--- config.mk ---
export PLATFORM = sky130hd
export DESIGN_NAME = checksummed_frame_receiver_top
export DESIGN_NICKNAME = d
export VERILOG_FILES = /design/src/rtl/core/cfr_pkg.sv /design/src/rtl/core/cfr_csr.sv /design/src/rtl/core/cfr_parser.sv /design/src/rtl/core/checksummed_frame_receiver_top.sv
export VERILOG_INCLUDE_DIRS = /design/src /design/src/rtl/core
export SDC_FILE = /design/constraint.sdc
export NUM_CORES = 1
export LEC_CHECK = 0
export ABC_CLOCK_PERIOD_IN_PS = 5600
export BUFFER_PORTS_ARGS = -buffer_cell sky130_fd_sc_hd__buf_2
export CAP_MARGIN = 20
export CELL_PAD_IN_SITES_DETAIL_PLACEMENT = 0
export CELL_PAD_IN_SITES_GLOBAL_PLACEMENT = 2
export CORE_ASPECT_RATIO = 1.5
export CORE_MARGIN = 2
export CORE_UTILIZATION = 32
export DETAILED_ROUTE_END_ITERATION = 10
export PLACE_DENSITY = 0.76
export SYNTH_ARGS = -nofsm -noshare
export SYNTH_HDL_FRONTEND = slang
export SYNTH_SLANG_ARGS = --single-unit
--- constraint.sdc ---
create_clock -name clock -period 5.6 [get_ports clock]
set_input_delay 0.28 -clock clock [delete_from_list [all_inputs] [get_ports clock]]
set_output_delay 0.28 -clock clock [all_outputs]
set_load 0.1 [all_outputs]
--- src/rtl/core/checksummed_frame_receiver_top_assert.svh ---
// ----------------------------------------------------------------------------
// Checksummed frame receiver assertion macros
// Shared concurrent assertion forms used by the receiver RTL.
// ----------------------------------------------------------------------------
`ifndef CHECKSUMMED_FRAME_RECEIVER_TOP_ASSERT_SVH
`define CHECKSUMMED_FRAME_RECEIVER_TOP_ASSERT_SVH

// same-cycle implication
`define CFR_ASSERT_NOW(label, clk, rst, ante, cons, msg) \
   label: assert property (@(posedge clk) disable iff (rst) (ante) |-> (cons)) \
      else $error(msg);

// next-cycle implication
`define CFR_ASSERT_NEXT(label, clk, rst, ante, cons, msg) \
   label: assert property (@(posedge clk) disable iff (rst) (ante) |=> (cons)) \
      else $error(msg);

`endif

--- src/rtl/core/cfr_pkg.sv ---
// ----------------------------------------------------------------------------
// Checksummed frame receiver package
// Shared codes, constants and transfer types of the receiver.
// ----------------------------------------------------------------------------
package cfr_pkg;

   localparam int unsigned CSR_ADDR_WIDTH = 3;
   localparam int unsigned CSR_DATA_WIDTH = 32;

   // register indexes
   localparam logic REG_CHECKSUM_MODE  = 1'b0;
   localparam logic REG_FRAME_CAPACITY = 1'b1;

   localparam logic [1:0]  CHECKSUM_MODE_RESET  = 2'd0;
   localparam logic [15:0] FRAME_CAPACITY_RESET = 16'd1024;

   // checksum modes
   localparam logic [1:0] MODE_SUM8     = 2'd0;
   localparam logic [1:0] MODE_SUM16    = 2'd1;
   localparam logic [1:0] MODE_NEG_SUM8 = 2'd2;
   localparam logic [1:0] MODE_NONE     = 2'd3;

   // operations
   localparam logic OP_RECEIVE = 1'b0;
   localparam logic OP_RESTART = 1'b1;

   // receiver phases
   localparam logic [2:0] PH_IDLE     = 3'd0;
   localparam logic [2:0] PH_START1   = 3'd1;
   localparam logic [2:0] PH_DIR      = 3'd2;
   localparam logic [2:0] PH_LENH     = 3'd3;
   localparam logic [2:0] PH_LENL     = 3'd4;
   localparam logic [2:0] PH_PAYLOAD  = 3'd5;
   localparam logic [2:0] PH_COMPLETE = 3'd6;
   localparam logic [2:0] PH_ERROR    = 3'd7;

   localparam logic [7:0] SYNC_A    = 8'h46;
   localparam logic [7:0] SYNC_B    = 8'hB9;
   localparam logic [7:0] END_MARK  = 8'h16;
   localparam logic [7:0] BYTE_MASK = 8'hFF;

   typedef struct packed {
      logic [1:0]  checksum_mode;
      logic [15:0] frame_capacity;
   } cfg_type;

   typedef struct packed {
      logic [2:0]  rx_state;
      logic [15:0] byte_count;
      logic [7:0]  data_byte;
      logic        is_payload;
      logic [7:0]  direction;
      logic        checksum_ok;
      logic        length_bad;
      logic        overflow;
   } result_type;

endpackage

--- src/rtl/core/cfr_csr.sv ---
// ----------------------------------------------------------------------------
// Checksummed frame receiver register block
// APB-style write and read of the checksum mode and frame capacity.
// ----------------------------------------------------------------------------
module cfr_csr (
   input  logic                                 clock,
   input  logic                                 reset,
   input  logic                                 csr_psel,
   input  logic                                 csr_penable,
   input  logic                                 csr_pwrite,
   input  logic [cfr_pkg::CSR_ADDR_WIDTH-1:0]   csr_paddr,
   input  logic [cfr_pkg::CSR_DATA_WIDTH-1:0]   csr_pwdata,
   output logic [cfr_pkg::CSR_DATA_WIDTH-1:0]   csr_prdata,
   output logic                                 csr_pready,
   output cfr_pkg::cfg_type                     cfg
);
   import cfr_pkg::*;

   logic [1:0]  mode_ff, mode_in;
   logic [15:0] cap_ff, cap_in;
   logic        wr_en;
   logic        reg_sel;

   assign csr_pready = 1'b1;
   assign wr_en      = csr_psel && csr_penable && csr_pwrite;
   assign reg_sel    = csr_paddr[2];

   always_comb begin
      mode_in = mode_ff;
      cap_in  = cap_ff;
      if (wr_en) begin
         unique case (reg_sel)
            REG_CHECKSUM_MODE:  mode_in = csr_pwdata[1:0];
            REG_FRAME_CAPACITY: cap_in  = csr_pwdata[15:0];
         endcase
      end
   end

   always_comb begin
      unique case (reg_sel)
         REG_CHECKSUM_MODE:  csr_prdata = {30'd0, mode_ff};
         REG_FRAME_CAPACITY: csr_prdata = {16'd0, cap_ff};
      endcase
   end

   always_ff @(posedge clock) begin
      if (reset) begin
         mode_ff <= CHECKSUM_MODE_RESET;
         cap_ff  <= FRAME_CAPACITY_RESET;
      end else begin
         mode_ff <= mode_in;
         cap_ff  <= cap_in;
      end
   end

   assign cfg.checksum_mode  = mode_ff;
   assign cfg.frame_capacity = cap_ff;

endmodule

--- src/rtl/core/cfr_parser.sv ---
// ----------------------------------------------------------------------------
// Checksummed frame receiver parser
// Frame state, running checksum and per-byte result logic.
// ----------------------------------------------------------------------------
module cfr_parser (
   input  logic                 clock,
   input  logic                 reset,
   input  logic                 advance,
   input  logic                 operation,
   input  logic [7:0]           rx_byte,
   input  cfr_pkg::cfg_type     cfg,
   output cfr_pkg::result_type  result
);
   import cfr_pkg::*;

   logic [2:0]  phase_ff, phase_in;
   logic [15:0] count_ff, count_in;
   logic [15:0] length_ff, length_in;
   logic [7:0]  dir_ff, dir_in;
   logic [15:0] sum_ff, sum_in;
   logic [15:0] rcv_ff, rcv_in;
   logic        ovf_ff, ovf_in;

   logic [15:0] cnt_inc;
   logic [1:0]  sum_bytes;
   logic        payload_now;
   logic [7:0]  echo;
   logic        len_short;
   logic        len_known;
   logic [15:0] got_sum;
   logic [15:0] exp_sum;

   assign sum_bytes = (cfg.checksum_mode == MODE_SUM16) ? 2'd2 : 2'd1;
   assign cnt_inc   = count_ff + 16'd1;

   always_comb begin
      phase_in    = phase_ff;
      count_in    = count_ff;
      length_in   = length_ff;
      dir_in      = dir_ff;
      sum_in      = sum_ff;
      rcv_in      = rcv_ff;
      ovf_in      = ovf_ff;
      payload_now = 1'b0;
      echo        = rx_byte;
      if (operation == OP_RESTART) begin
         phase_in  = PH_IDLE;
         count_in  = '0;
         length_in = '0;
         dir_in    = '0;
         sum_in    = '0;
         rcv_in    = '0;
         ovf_in    = 1'b0;
         echo      = '0;
      end else if (phase_ff != PH_COMPLETE && phase_ff != PH_ERROR) begin
         if (count_ff >= cfg.frame_capacity) begin
            phase_in = PH_ERROR;
            ovf_in   = 1'b1;
         end else begin
            count_in = cnt_inc;
            unique case (phase_ff)
               PH_IDLE: begin
                  if (rx_byte == SYNC_A) begin
                     phase_in = PH_START1;
                  end else begin
                     count_in = '0;
                  end
               end
               PH_START1: begin
                  if (rx_byte == SYNC_B) begin
                     phase_in = PH_DIR;
                  end else if (rx_byte == SYNC_A) begin
                     count_in = 16'd1;
                  end else begin
                     phase_in = PH_IDLE;
                     count_in = '0;
                  end
               end
               PH_DIR: begin
                  dir_in   = rx_byte;
                  sum_in   = sum_ff + {8'd0, rx_byte};
                  phase_in = PH_LENH;
               end
               PH_LENH: begin
                  length_in = {rx_byte, 8'd0};
                  sum_in    = sum_ff + {8'd0, rx_byte};
                  phase_in  = PH_LENL;
               end
               PH_LENL: begin
                  length_in = {length_ff[15:8], rx_byte};
                  sum_in    = sum_ff + {8'd0, rx_byte};
                  phase_in  = PH_PAYLOAD;
               end
               default: begin
                  if ({1'b0, cnt_inc} >= ({1'b0, length_ff} + 17'd3)) begin
                     phase_in = (rx_byte == END_MARK) ? PH_COMPLETE : PH_ERROR;
                  end else if (({1'b0, cnt_inc} + {15'd0, sum_bytes})
                               <= ({1'b0, length_ff} + 17'd2)) begin
                     sum_in      = sum_ff + {8'd0, rx_byte};
                     payload_now = 1'b1;
                  end else begin
                     rcv_in = {rcv_ff[7:0], rx_byte};
                  end
               end
            endcase
         end
      end
   end

   assign len_short = length_in < (16'd3 + {14'd0, sum_bytes});
   assign len_known = (phase_in >= PH_PAYLOAD) && (count_in >= 16'd5);
   assign got_sum   = (sum_bytes == 2'd2) ? rcv_in : {8'd0, rcv_in[7:0] & BYTE_MASK};

   always_comb begin
      case (cfg.checksum_mode)
         MODE_SUM8:     exp_sum = {8'd0, sum_in[7:0]};
         MODE_SUM16:    exp_sum = sum_in;
         MODE_NEG_SUM8: exp_sum = {8'd0, 8'd0 - sum_in[7:0]};
         default:       exp_sum = '0;
      endcase
   end

   assign result.rx_state    = phase_in;
   assign result.byte_count  = count_in;
   assign result.data_byte   = echo;
   assign result.is_payload  = payload_now;
   assign result.direction   = dir_in;
   assign result.checksum_ok = (phase_in == PH_COMPLETE) && !len_short && (got_sum == exp_sum);
   assign result.length_bad  = len_known && len_short;
   assign result.overflow    = ovf_in;

   always_ff @(posedge clock) begin
      if (reset) begin
         phase_ff  <= PH_IDLE;
         count_ff  <= '0;
         length_ff <= '0;
         dir_ff    <= '0;
         sum_ff    <= '0;
         rcv_ff    <= '0;
         ovf_ff    <= 1'b0;
      end else if (advance) begin
         phase_ff  <= phase_in;
         count_ff  <= count_in;
         length_ff <= length_in;
         dir_ff    <= dir_in;
         sum_ff    <= sum_in;
         rcv_ff    <= rcv_in;
         ovf_ff    <= ovf_in;
      end
   end

`include "checksummed_frame_receiver_top_assert.svh"

   `CFR_ASSERT_NOW(a_ovf_in_error, clock, reset, ovf_ff, phase_ff == PH_ERROR, "overflow set outside error")
   `CFR_ASSERT_NEXT(a_restart_clears, clock, reset, advance && operation == OP_RESTART, phase_ff == PH_IDLE && count_ff == 16'd0 && !ovf_ff, "restart did not clear frame state")
   `CFR_ASSERT_NEXT(a_complete_sticky, clock, reset, advance && operation == OP_RECEIVE && phase_ff == PH_COMPLETE, phase_ff == PH_COMPLETE && $stable(count_ff), "complete state left without restart")

endmodule

--- src/rtl/core/checksummed_frame_receiver_top.sv ---
// ----------------------------------------------------------------------------
// Checksummed frame receiver top level
// Input register, frame parser and result register with valid/stall channels.
// ----------------------------------------------------------------------------
// Takes one received byte (or a restart) per transfer and returns one result
// per transfer. A new byte is accepted every clock cycle while req_stall is
// low; each byte passes an input register, the frame parser and a result
// register. The result register decouples the two channels: a byte is still
// taken while a finished result waits, and req_stall rises only when both
// registers are full and rsp_stall is high. Configure checksum mode and
// frame capacity through the csr port only while no transfer is in flight.
module checksummed_frame_receiver_top (
   input  logic                                 clock,
   input  logic                                 reset,
   input  logic                                 req_valid,
   output logic                                 req_stall,
   input  logic                                 req_operation,
   input  logic [7:0]                           req_rx_byte,
   output logic                                 rsp_valid,
   input  logic                                 rsp_stall,
   output logic [2:0]                           rsp_rx_state,
   output logic [15:0]                          rsp_byte_count,
   output logic [7:0]                           rsp_data_byte,
   output logic                                 rsp_is_payload,
   output logic [7:0]                           rsp_direction,
   output logic                                 rsp_checksum_ok,
   output logic                                 rsp_length_bad,
   output logic                                 rsp_overflow,
   input  logic                                 csr_psel,
   input  logic                                 csr_penable,
   input  logic                                 csr_pwrite,
   input  logic [cfr_pkg::CSR_ADDR_WIDTH-1:0]   csr_paddr,
   input  logic [cfr_pkg::CSR_DATA_WIDTH-1:0]   csr_pwdata,
   output logic [cfr_pkg::CSR_DATA_WIDTH-1:0]   csr_prdata,
   output logic                                 csr_pready
);
   import cfr_pkg::*;

   cfg_type    cfg;
   result_type result;
   result_type out_ff;

   logic       in_valid_ff, in_valid_in;
   logic       in_op_ff;
   logic [7:0] in_byte_ff;
   logic       out_valid_ff, out_valid_in;
   logic       out_blocked;
   logic       advance;
   logic       req_take;

   assign out_blocked = out_valid_ff && rsp_stall;
   assign advance     = in_valid_ff && !out_blocked;
   assign req_stall   = in_valid_ff && out_blocked;
   assign req_take    = req_valid && !req_stall;

   assign in_valid_in  = req_stall ? in_valid_ff : req_valid;
   assign out_valid_in = advance ? 1'b1 : (out_blocked ? 1'b1 : 1'b0);

   cfr_csr u_csr (
      .clock       (clock),
      .reset       (reset),
      .csr_psel    (csr_psel),
      .csr_penable (csr_penable),
      .csr_pwrite  (csr_pwrite),
      .csr_paddr   (csr_paddr),
      .csr_pwdata  (csr_pwdata),
      .csr_prdata  (csr_prdata),
      .csr_pready  (csr_pready),
      .cfg         (cfg)
   );

   cfr_parser u_parser (
      .clock     (clock),
      .reset     (reset),
      .advance   (advance),
      .operation (in_op_ff),
      .rx_byte   (in_byte_ff),
      .cfg       (cfg),
      .result    (result)
   );

   always_ff @(posedge clock) begin
      if (reset) begin
         in_valid_ff  <= 1'b0;
         out_valid_ff <= 1'b0;
      end else begin
         in_valid_ff  <= in_valid_in;
         out_valid_ff <= out_valid_in;
      end
   end

   always_ff @(posedge clock) begin
      if (req_take) begin
         in_op_ff   <= req_operation;
         in_byte_ff <= req_rx_byte;
      end
      if (advance) begin
         out_ff <= result;
      end
   end

   assign rsp_valid       = out_valid_ff;
   assign rsp_rx_state    = out_ff.rx_state;
   assign rsp_byte_count  = out_ff.byte_count;
   assign rsp_data_byte   = out_ff.data_byte;
   assign rsp_is_payload  = out_ff.is_payload;
   assign rsp_direction   = out_ff.direction;
   assign rsp_checksum_ok = out_ff.checksum_ok;
   assign rsp_length_bad  = out_ff.length_bad;
   assign rsp_overflow    = out_ff.overflow;

endmodule
==> metrics, run 1 <==
status finished with violations; failing checks negative setup slack; Max Cap Viol 0; antenna cell count 0; flops & latches, synth 144; crit start category register; DRT iter0 DRCs 442; Yosys cell types 93; CP arrival 5970 ps; peak supply drop 0.235 mV; layout overhead on the synthesized area 24.5%; clk buf depth 2; CP top delay family simple AND/OR/NAND/NOR gates; Clock Skews 12.7 ps; Seq/Total Area, Yosys 0.333; hold_ws 38.6 ps; pwr dens 208 mW/mm2; via count 9501; post-DR wirelength/cell 18.6 um; Synth Cell Area 0.0101 mm2; CP Buf/Inv Count 2; die area 0.0330 mm2; first-pass GRT wire length 52.4 mm; DRT Pass-1 Iters 5; dominant cells by area after synthesis dfxtp_1, edfxtp_1, ha_1, nand2_1, a21oi_1; cells after synthesis 1221; Final setup viols 1; Slowest-stage cell, CP dfxtp_4; sequential share of power 0.428; share of power burned in the clock network 0.430; Routed Wire Length 33.8 mm; antenna violations before repair 0; Place WS -318 ps; CTS tree yes; Sw Share 0.312; vias in the first global route 9393; CP max stage delay 370 ps; ANT nets after route 0; Fmax achieved 176 MHz; Row Count 79; Global Route Usage Sum 0.207; final hold violations 0; largest net degree at the start of global routing 77; largest area contributor in the netlist dfxtp_1; Post-synth ARST share 0; Final min period 5690 ps; Layout fillers 3241; final setup TNS -89.8 ps; CTS clock-pin slew for the worst setup and hold paths 70 ps; min-delay worst type primary input to register; RSZ-0062 raised after global routing yes; Setup crit end kind register; Post-synth top cells nand2_1, nor2_1, a21oi_1; number of CTS-inserted buffers 17; share of layout cells above drive strength 1 0.230; leakage power total 5.11 nW; most frequent cell after synthesis nand2_1; Worst Path Required 5880 ps; Root Buffer Master clkbuf_16; via/cell ratio 5.22; Least-Margin Pin Slew 976 ps; Clock Latency Late Sink 450 ps; Logic pwr share 0.142; top cell type's share of synthesized area 0.190; H-tree Lvls 4; core area 0.0310 mm2; nets 1520; gr ovfl total 0; Die W 149 um; die height 222 um; PortBufs 89; clk sink count 144; worst setup margin -89.8 ps; Slew headroom 0.349; post-DP HPWL 25.5 mm; Crit Path Max Fanout 5; Psw 816 uW; initial core utilization 0.325; Post-synth top flop dfxtp_1; Post-synth EDFFs 48; # IOs 125; Final GP Congestion 0.876; DRC 0; Internal 1.80 mW; Slew Limit Fails 0; Synth Warn # 0; period utilization 1.02; critical path class register to register; Synth Area per Inst 8.27 um2
-- area by class of cell --
cell class,count,area [um2],share of cell area
clock buffers,17,425,0.0338
repair buffers,235,1570,0.125
multi-input cells,959,6380,0.507
clock inverters,15,151,0.0120
flip-flops and latches,144,3370,0.268
well taps,405,507,0.0403
inverters,46,173,0.0137
-- worst reg2reg max path, delay by kind of cell (launching register included) --
family          cells  cell delay (ps)
compound gates      7             1330
simple gates       11             1940
buf+inv             2               90
flops               1              370
xor+xnor            2              330
mux                 2              380
fa+ha+maj           4             1070
-- cells in the final DEF, fill, tap and decap left out, types with 6 or more instances in the layout --
cell type and n:
and3_1 18, nor3_1 21, clkbuf_16 17, xnor2_1 35, edfxtp_1 48, inv_1 45, dlygate4sd3_1 9, nor2b_1 16
mux2i_1 23, nand3_1 31, a211oi_1 11, conb_1 17, nor4_1 10, a22oi_1 37, o21a_1 6, o22ai_1 6
xor2_1 31, o21ai_0 40, ha_1 61, buf_4 137, and2_1 16, dfxtp_1 94, nor2_1 127, a21o_1 9
a21oi_1 98, buf_2 88, nand2_1 151, nand3b_1 9, nand2b_1 10, nand4_1 19, or3_1 6, o21ai_1 8
-- what timing repair did --
action,in CTS,in global routing
pin swaps,5,1
setup endpoints to repair,1,1
endpoints found under the hold margin,9,0
setup buffers,2,0
hold buffers,9,0
resized for setup,18,0
-- final timing paths --
| path | startpoint | to | slack [ps] | depth (start not counted) |
|---|---|---|---|---|
| hold / removal | csr_pwdata[10] | u_csr.cap_ff[10] | 40 | 2 |
| hold reg to reg | u_parser.dir_ff[3] | u_parser.dir_ff[3] | 460 | 2 |
| setup / recovery | u_parser.count_ff[1] | rsp_checksum_ok | -90 | 28 |
| setup reg to reg | u_parser.count_ff[1] | rsp_checksum_ok | -90 | 28 |
-- stage by stage --
step / std cells / utilization / total power [mW] / cell area [um2]
after global placement: 1778 / 0.380 / 1.51 / 11800
after detailed placement: 1778 / 0.380 / 1.51 / 11800
after global routing: 1821 / 0.405 / 2.71 / 12600
after floorplan: 1236 / - / 1.42 / 10300
after CTS: 1821 / 0.405 / 2.65 / 12600
final: 1821 / 0.405 / 2.62 / 12600
-- per-layer routing --
layer  global-route usage  vias up  wire length, um  part of all wire
met5                    0        -                0                 0
met4               0.0909        0             1170             0.035
met3               0.0255       66              879             0.026
met2                0.397      194            18700              0.55
met1                0.222     4525            13000              0.39
li1                     -     4716                -                 -
-- power by group through the flow --
stage / registers [mW] / logic, mW / clock network (mW)
after floorplan: 1.23 / 0.192 / 0
after global placement: 1.14 / 0.364 / 0
after detailed placement: 1.15 / 0.365 / 0
after CTS: 1.12 / 0.373 / 1.15
after global routing: 1.12 / 0.392 / 1.20
final: 1.12 / 0.371 / 1.13
-- kinds of logic (layout without fill, tap and decap cells) --
group | after synthesis | after routing | synth area share
AOI/OAI and AO/OA | 294 | 294 | 0.196
xor gates and xnor gates | 72 | 72 | 0.0665
adders and majority gates | 66 | 66 | 0.0833
buffers and inverters | 133 | 313 | 0.0588
DFF | 144 | 144 | 0.333
muxes | 32 | 32 | 0.0333
other | 2 | 17 | 0.000744
and+or+nand+nor | 478 | 478 | 0.228
-- state kept, by name, indices dropped and copies added (netlist names), 16 cells and up --
register / count
u_parser.count_ff: 16
u_parser.length_ff: 16
rsp_byte_count: 16
u_csr.cap_ff: 16
u_parser.sum_ff: 16
u_parser.rcv_ff: 16
Note: power is estimated with default switching activity, not from simulation.
==> inputs of run 2 (changes only) <==
--- a/config.mk
+++ b/config.mk
@@ -6,16 +6,16 @@
 export SDC_FILE = /design/constraint.sdc
 export NUM_CORES = 1
 export LEC_CHECK = 0
-export ABC_CLOCK_PERIOD_IN_PS = 5600
+export ABC_CLOCK_PERIOD_IN_PS = 5820
 export BUFFER_PORTS_ARGS = -buffer_cell sky130_fd_sc_hd__buf_2
 export CAP_MARGIN = 20
 export CELL_PAD_IN_SITES_DETAIL_PLACEMENT = 0
-export CELL_PAD_IN_SITES_GLOBAL_PLACEMENT = 2
+export CELL_PAD_IN_SITES_GLOBAL_PLACEMENT = 1
 export CORE_ASPECT_RATIO = 1.5
 export CORE_MARGIN = 2
-export CORE_UTILIZATION = 32
+export CORE_UTILIZATION = 45
 export DETAILED_ROUTE_END_ITERATION = 10
-export PLACE_DENSITY = 0.76
+export PLACE_DENSITY = 0.81
 export SYNTH_ARGS = -nofsm -noshare
 export SYNTH_HDL_FRONTEND = slang
 export SYNTH_SLANG_ARGS = --single-unit
==> constraint.sdc (replaced) <==
create_clock -name clock -period 5.82 [get_ports clock]
set_input_delay 0.291 -clock clock [delete_from_list [all_inputs] [get_ports clock]]
set_output_delay 0.291 -clock clock [all_outputs]
set_load 0.1 [all_outputs]
==> run 2 against run 1 <==
Against the previous run:
- the run still ends with negative setup slack left
- clock skew increased by 6.2 ps
- combinational power decreased by 8.4%
- die area decreased by 28%
- highest routed layer unchanged
- cell count decreased by 9.4%
- wire length decreased by 9.9%
- design area decreased by 4.1%
- count of clock-buffer cells in the layout unchanged
- sequential cell count unchanged
- maximum frequency decreased by 2.3%
- worst setup slack improved by 85 ps
- via count increased by 0.73%
- hold slack got worse by 15 ps
==> metrics, run 2 (synthesized netlist as in run 1, its figures left out) <==
RSZ-0062 raised after global routing yes; CTS clock-pin slew for the worst setup and hold paths 70 ps; H-tree Lvls 4; Fmax achieved 172 MHz; worst setup margin -5.16 ps; vias in the first global route 9076; pwr dens 206 mW/mm2; Final min period 5830 ps; Worst Hold End in_byte_ff[3]; core area 0.0222 mm2; leakage power total 4.88 nW; DRT Pass-1 Iters 5; antenna violations before repair 0; crit start category register; clk sink count 144; Routed Wire Length 30.4 mm; Die W 126 um; Layout fillers 2167; post-DR wirelength/cell 18.4 um; Setup crit end kind register; min-delay worst type primary input to register; commonest non-fill, non-tap cell in the layout nand2_1; Root Buffer Master clkbuf_16; via count 9570; Slowest-stage cell, CP a2111oi_4; final hold violations 0; CP max stage delay 490 ps; Worst R2R Start u_parser.count_ff[0]; cell chain of the critical path ha_4 -> and3_1 -> and3_2 -> and3_1 -> and3_4 -> xor2_1 -> nand3_1 -> nand3b_1 -> buf_4 -> xnor2_1 -> ha_1 -> nand4_1 -> nor3_2 -> nand3_1 -> a22o_1 -> nor2_1 -> o21ai_1 -> a2111oi_4 -> xnor3_1 -> nor3_1 -> nand4_1 -> a2111o_1 -> nor4_2; CP Buf/Inv Count 1; r2r worst-path depth 23; R2R setup slack -5 ps; CTS tree yes; Slew Limit Fails 0; critical path class register to register; die area 0.0237 mm2; flip-flop and latch area 0.00337 mm2; ANT nets after route 0; Worst Path Required 6090 ps; clk buf depth 2; hold_ws 23.5 ps; Final setup viols 1; Slew headroom 0.257; Row Count 67; hold_sp req_rx_byte[3]; nets 1478; die height 187 um; Crit Path Max Fanout 4; Core Util, Final 0.543; peak supply drop 0.216 mV; layout overhead on the synthesized area 19.4%; DRT iter0 DRCs 733; period utilization 1.00; Least-Margin Pin Slew 1120 ps; # IOs 125; Clock Skews 18.9 ps; # hold bufs at CTS 0; hold path depth 1; CP arrival 6100 ps; first-pass GRT wire length 47.2 mm; gr ovfl total 0; Clock Latency Late Sink 450 ps; Place WS -123 ps; status finished with violations; Final GP Congestion 0.924; Global Route Usage Sum 0.253; PortBufs 89; worst r2r dst rsp_checksum_ok; Max Cap Viol 0; post-DP HPWL 22.3 mm; final cell count without fillers 1650; failing checks negative setup slack; via/cell ratio 5.80; multi-input logic area 0.00637 mm2; CP top delay family simple AND/OR/NAND/NOR gates; Cell Count Post-Placement 1611; largest net degree at the start of global routing 97; antenna cell count 0; DRC 0; share of layout cells above drive strength 1 0.215; number of CTS-inserted buffers 17; initial core utilization 0.455; most frequent cells in the layout nand2_1, nor2_1, buf_4
==> run 2: worst max-delay path by stage <==
stage,from,end,slack [ps],cells after the start
final,u_parser.count_ff[0],rsp_checksum_ok,-5,23
after global placement,u_parser.count_ff[1],rsp_checksum_ok,-8,29
after floorplan,u_parser.count_ff[0],rsp_checksum_ok,7,30
after global routing,u_parser.count_ff[0],rsp_checksum_ok,-220,24
after detailed placement,u_parser.count_ff[1],rsp_checksum_ok,-120,26
after CTS,u_parser.count_ff[0],rsp_checksum_ok,6,28
==> run 2: area by class of cell <==
class                   instances  share of cell area
clock buffers                  17              0.0353
inverters                      46              0.0143
multi-input cells             959               0.528
repair buffers                193               0.103
flip-flops and latches        144               0.279
clock inverters                15              0.0114
well taps                     276              0.0286
==> run 2: what timing repair did <==
item	4_1_cts	5_1_grt
hold endpoints to repair	0	0
setup buffers	0	7
gates resized for setup	5	29
setup endpoints to repair	1	1
pin swaps	2	16
cloned	0	0
==> run 2: per-stage QoR <==
step	area, um2	total power [mW]	TNS, ps
final	12100	2.48	-5.16
after global routing	12100	2.56	-222
after CTS	11900	2.50	0
after detailed placement	11300	1.44	-123
after global placement	11300	1.44	-7.98
after floorplan	10200	1.37	0
==> run 2: report_power, final <==
group / internal [mW] / total [mW] / leakage, nW / switching (mW)
registers: 1.06 / 1.08 / 1.23 / 0.0211
clock network: 0.566 / 1.06 / 0.282 / 0.497
logic: 0.0676 / 0.340 / 3.37 / 0.272
total: 1.69 / 2.48 / 4.88 / 0.790
==> run 2: layer usage <==
metal	vias up	global-route usage	share of wire
met4	0	0.140	0.053
met1	4576	0.282	0.38
li1	4629	-	-
met5	-	0	0
met3	98	0.0400	0.039
met2	267	0.453	0.53
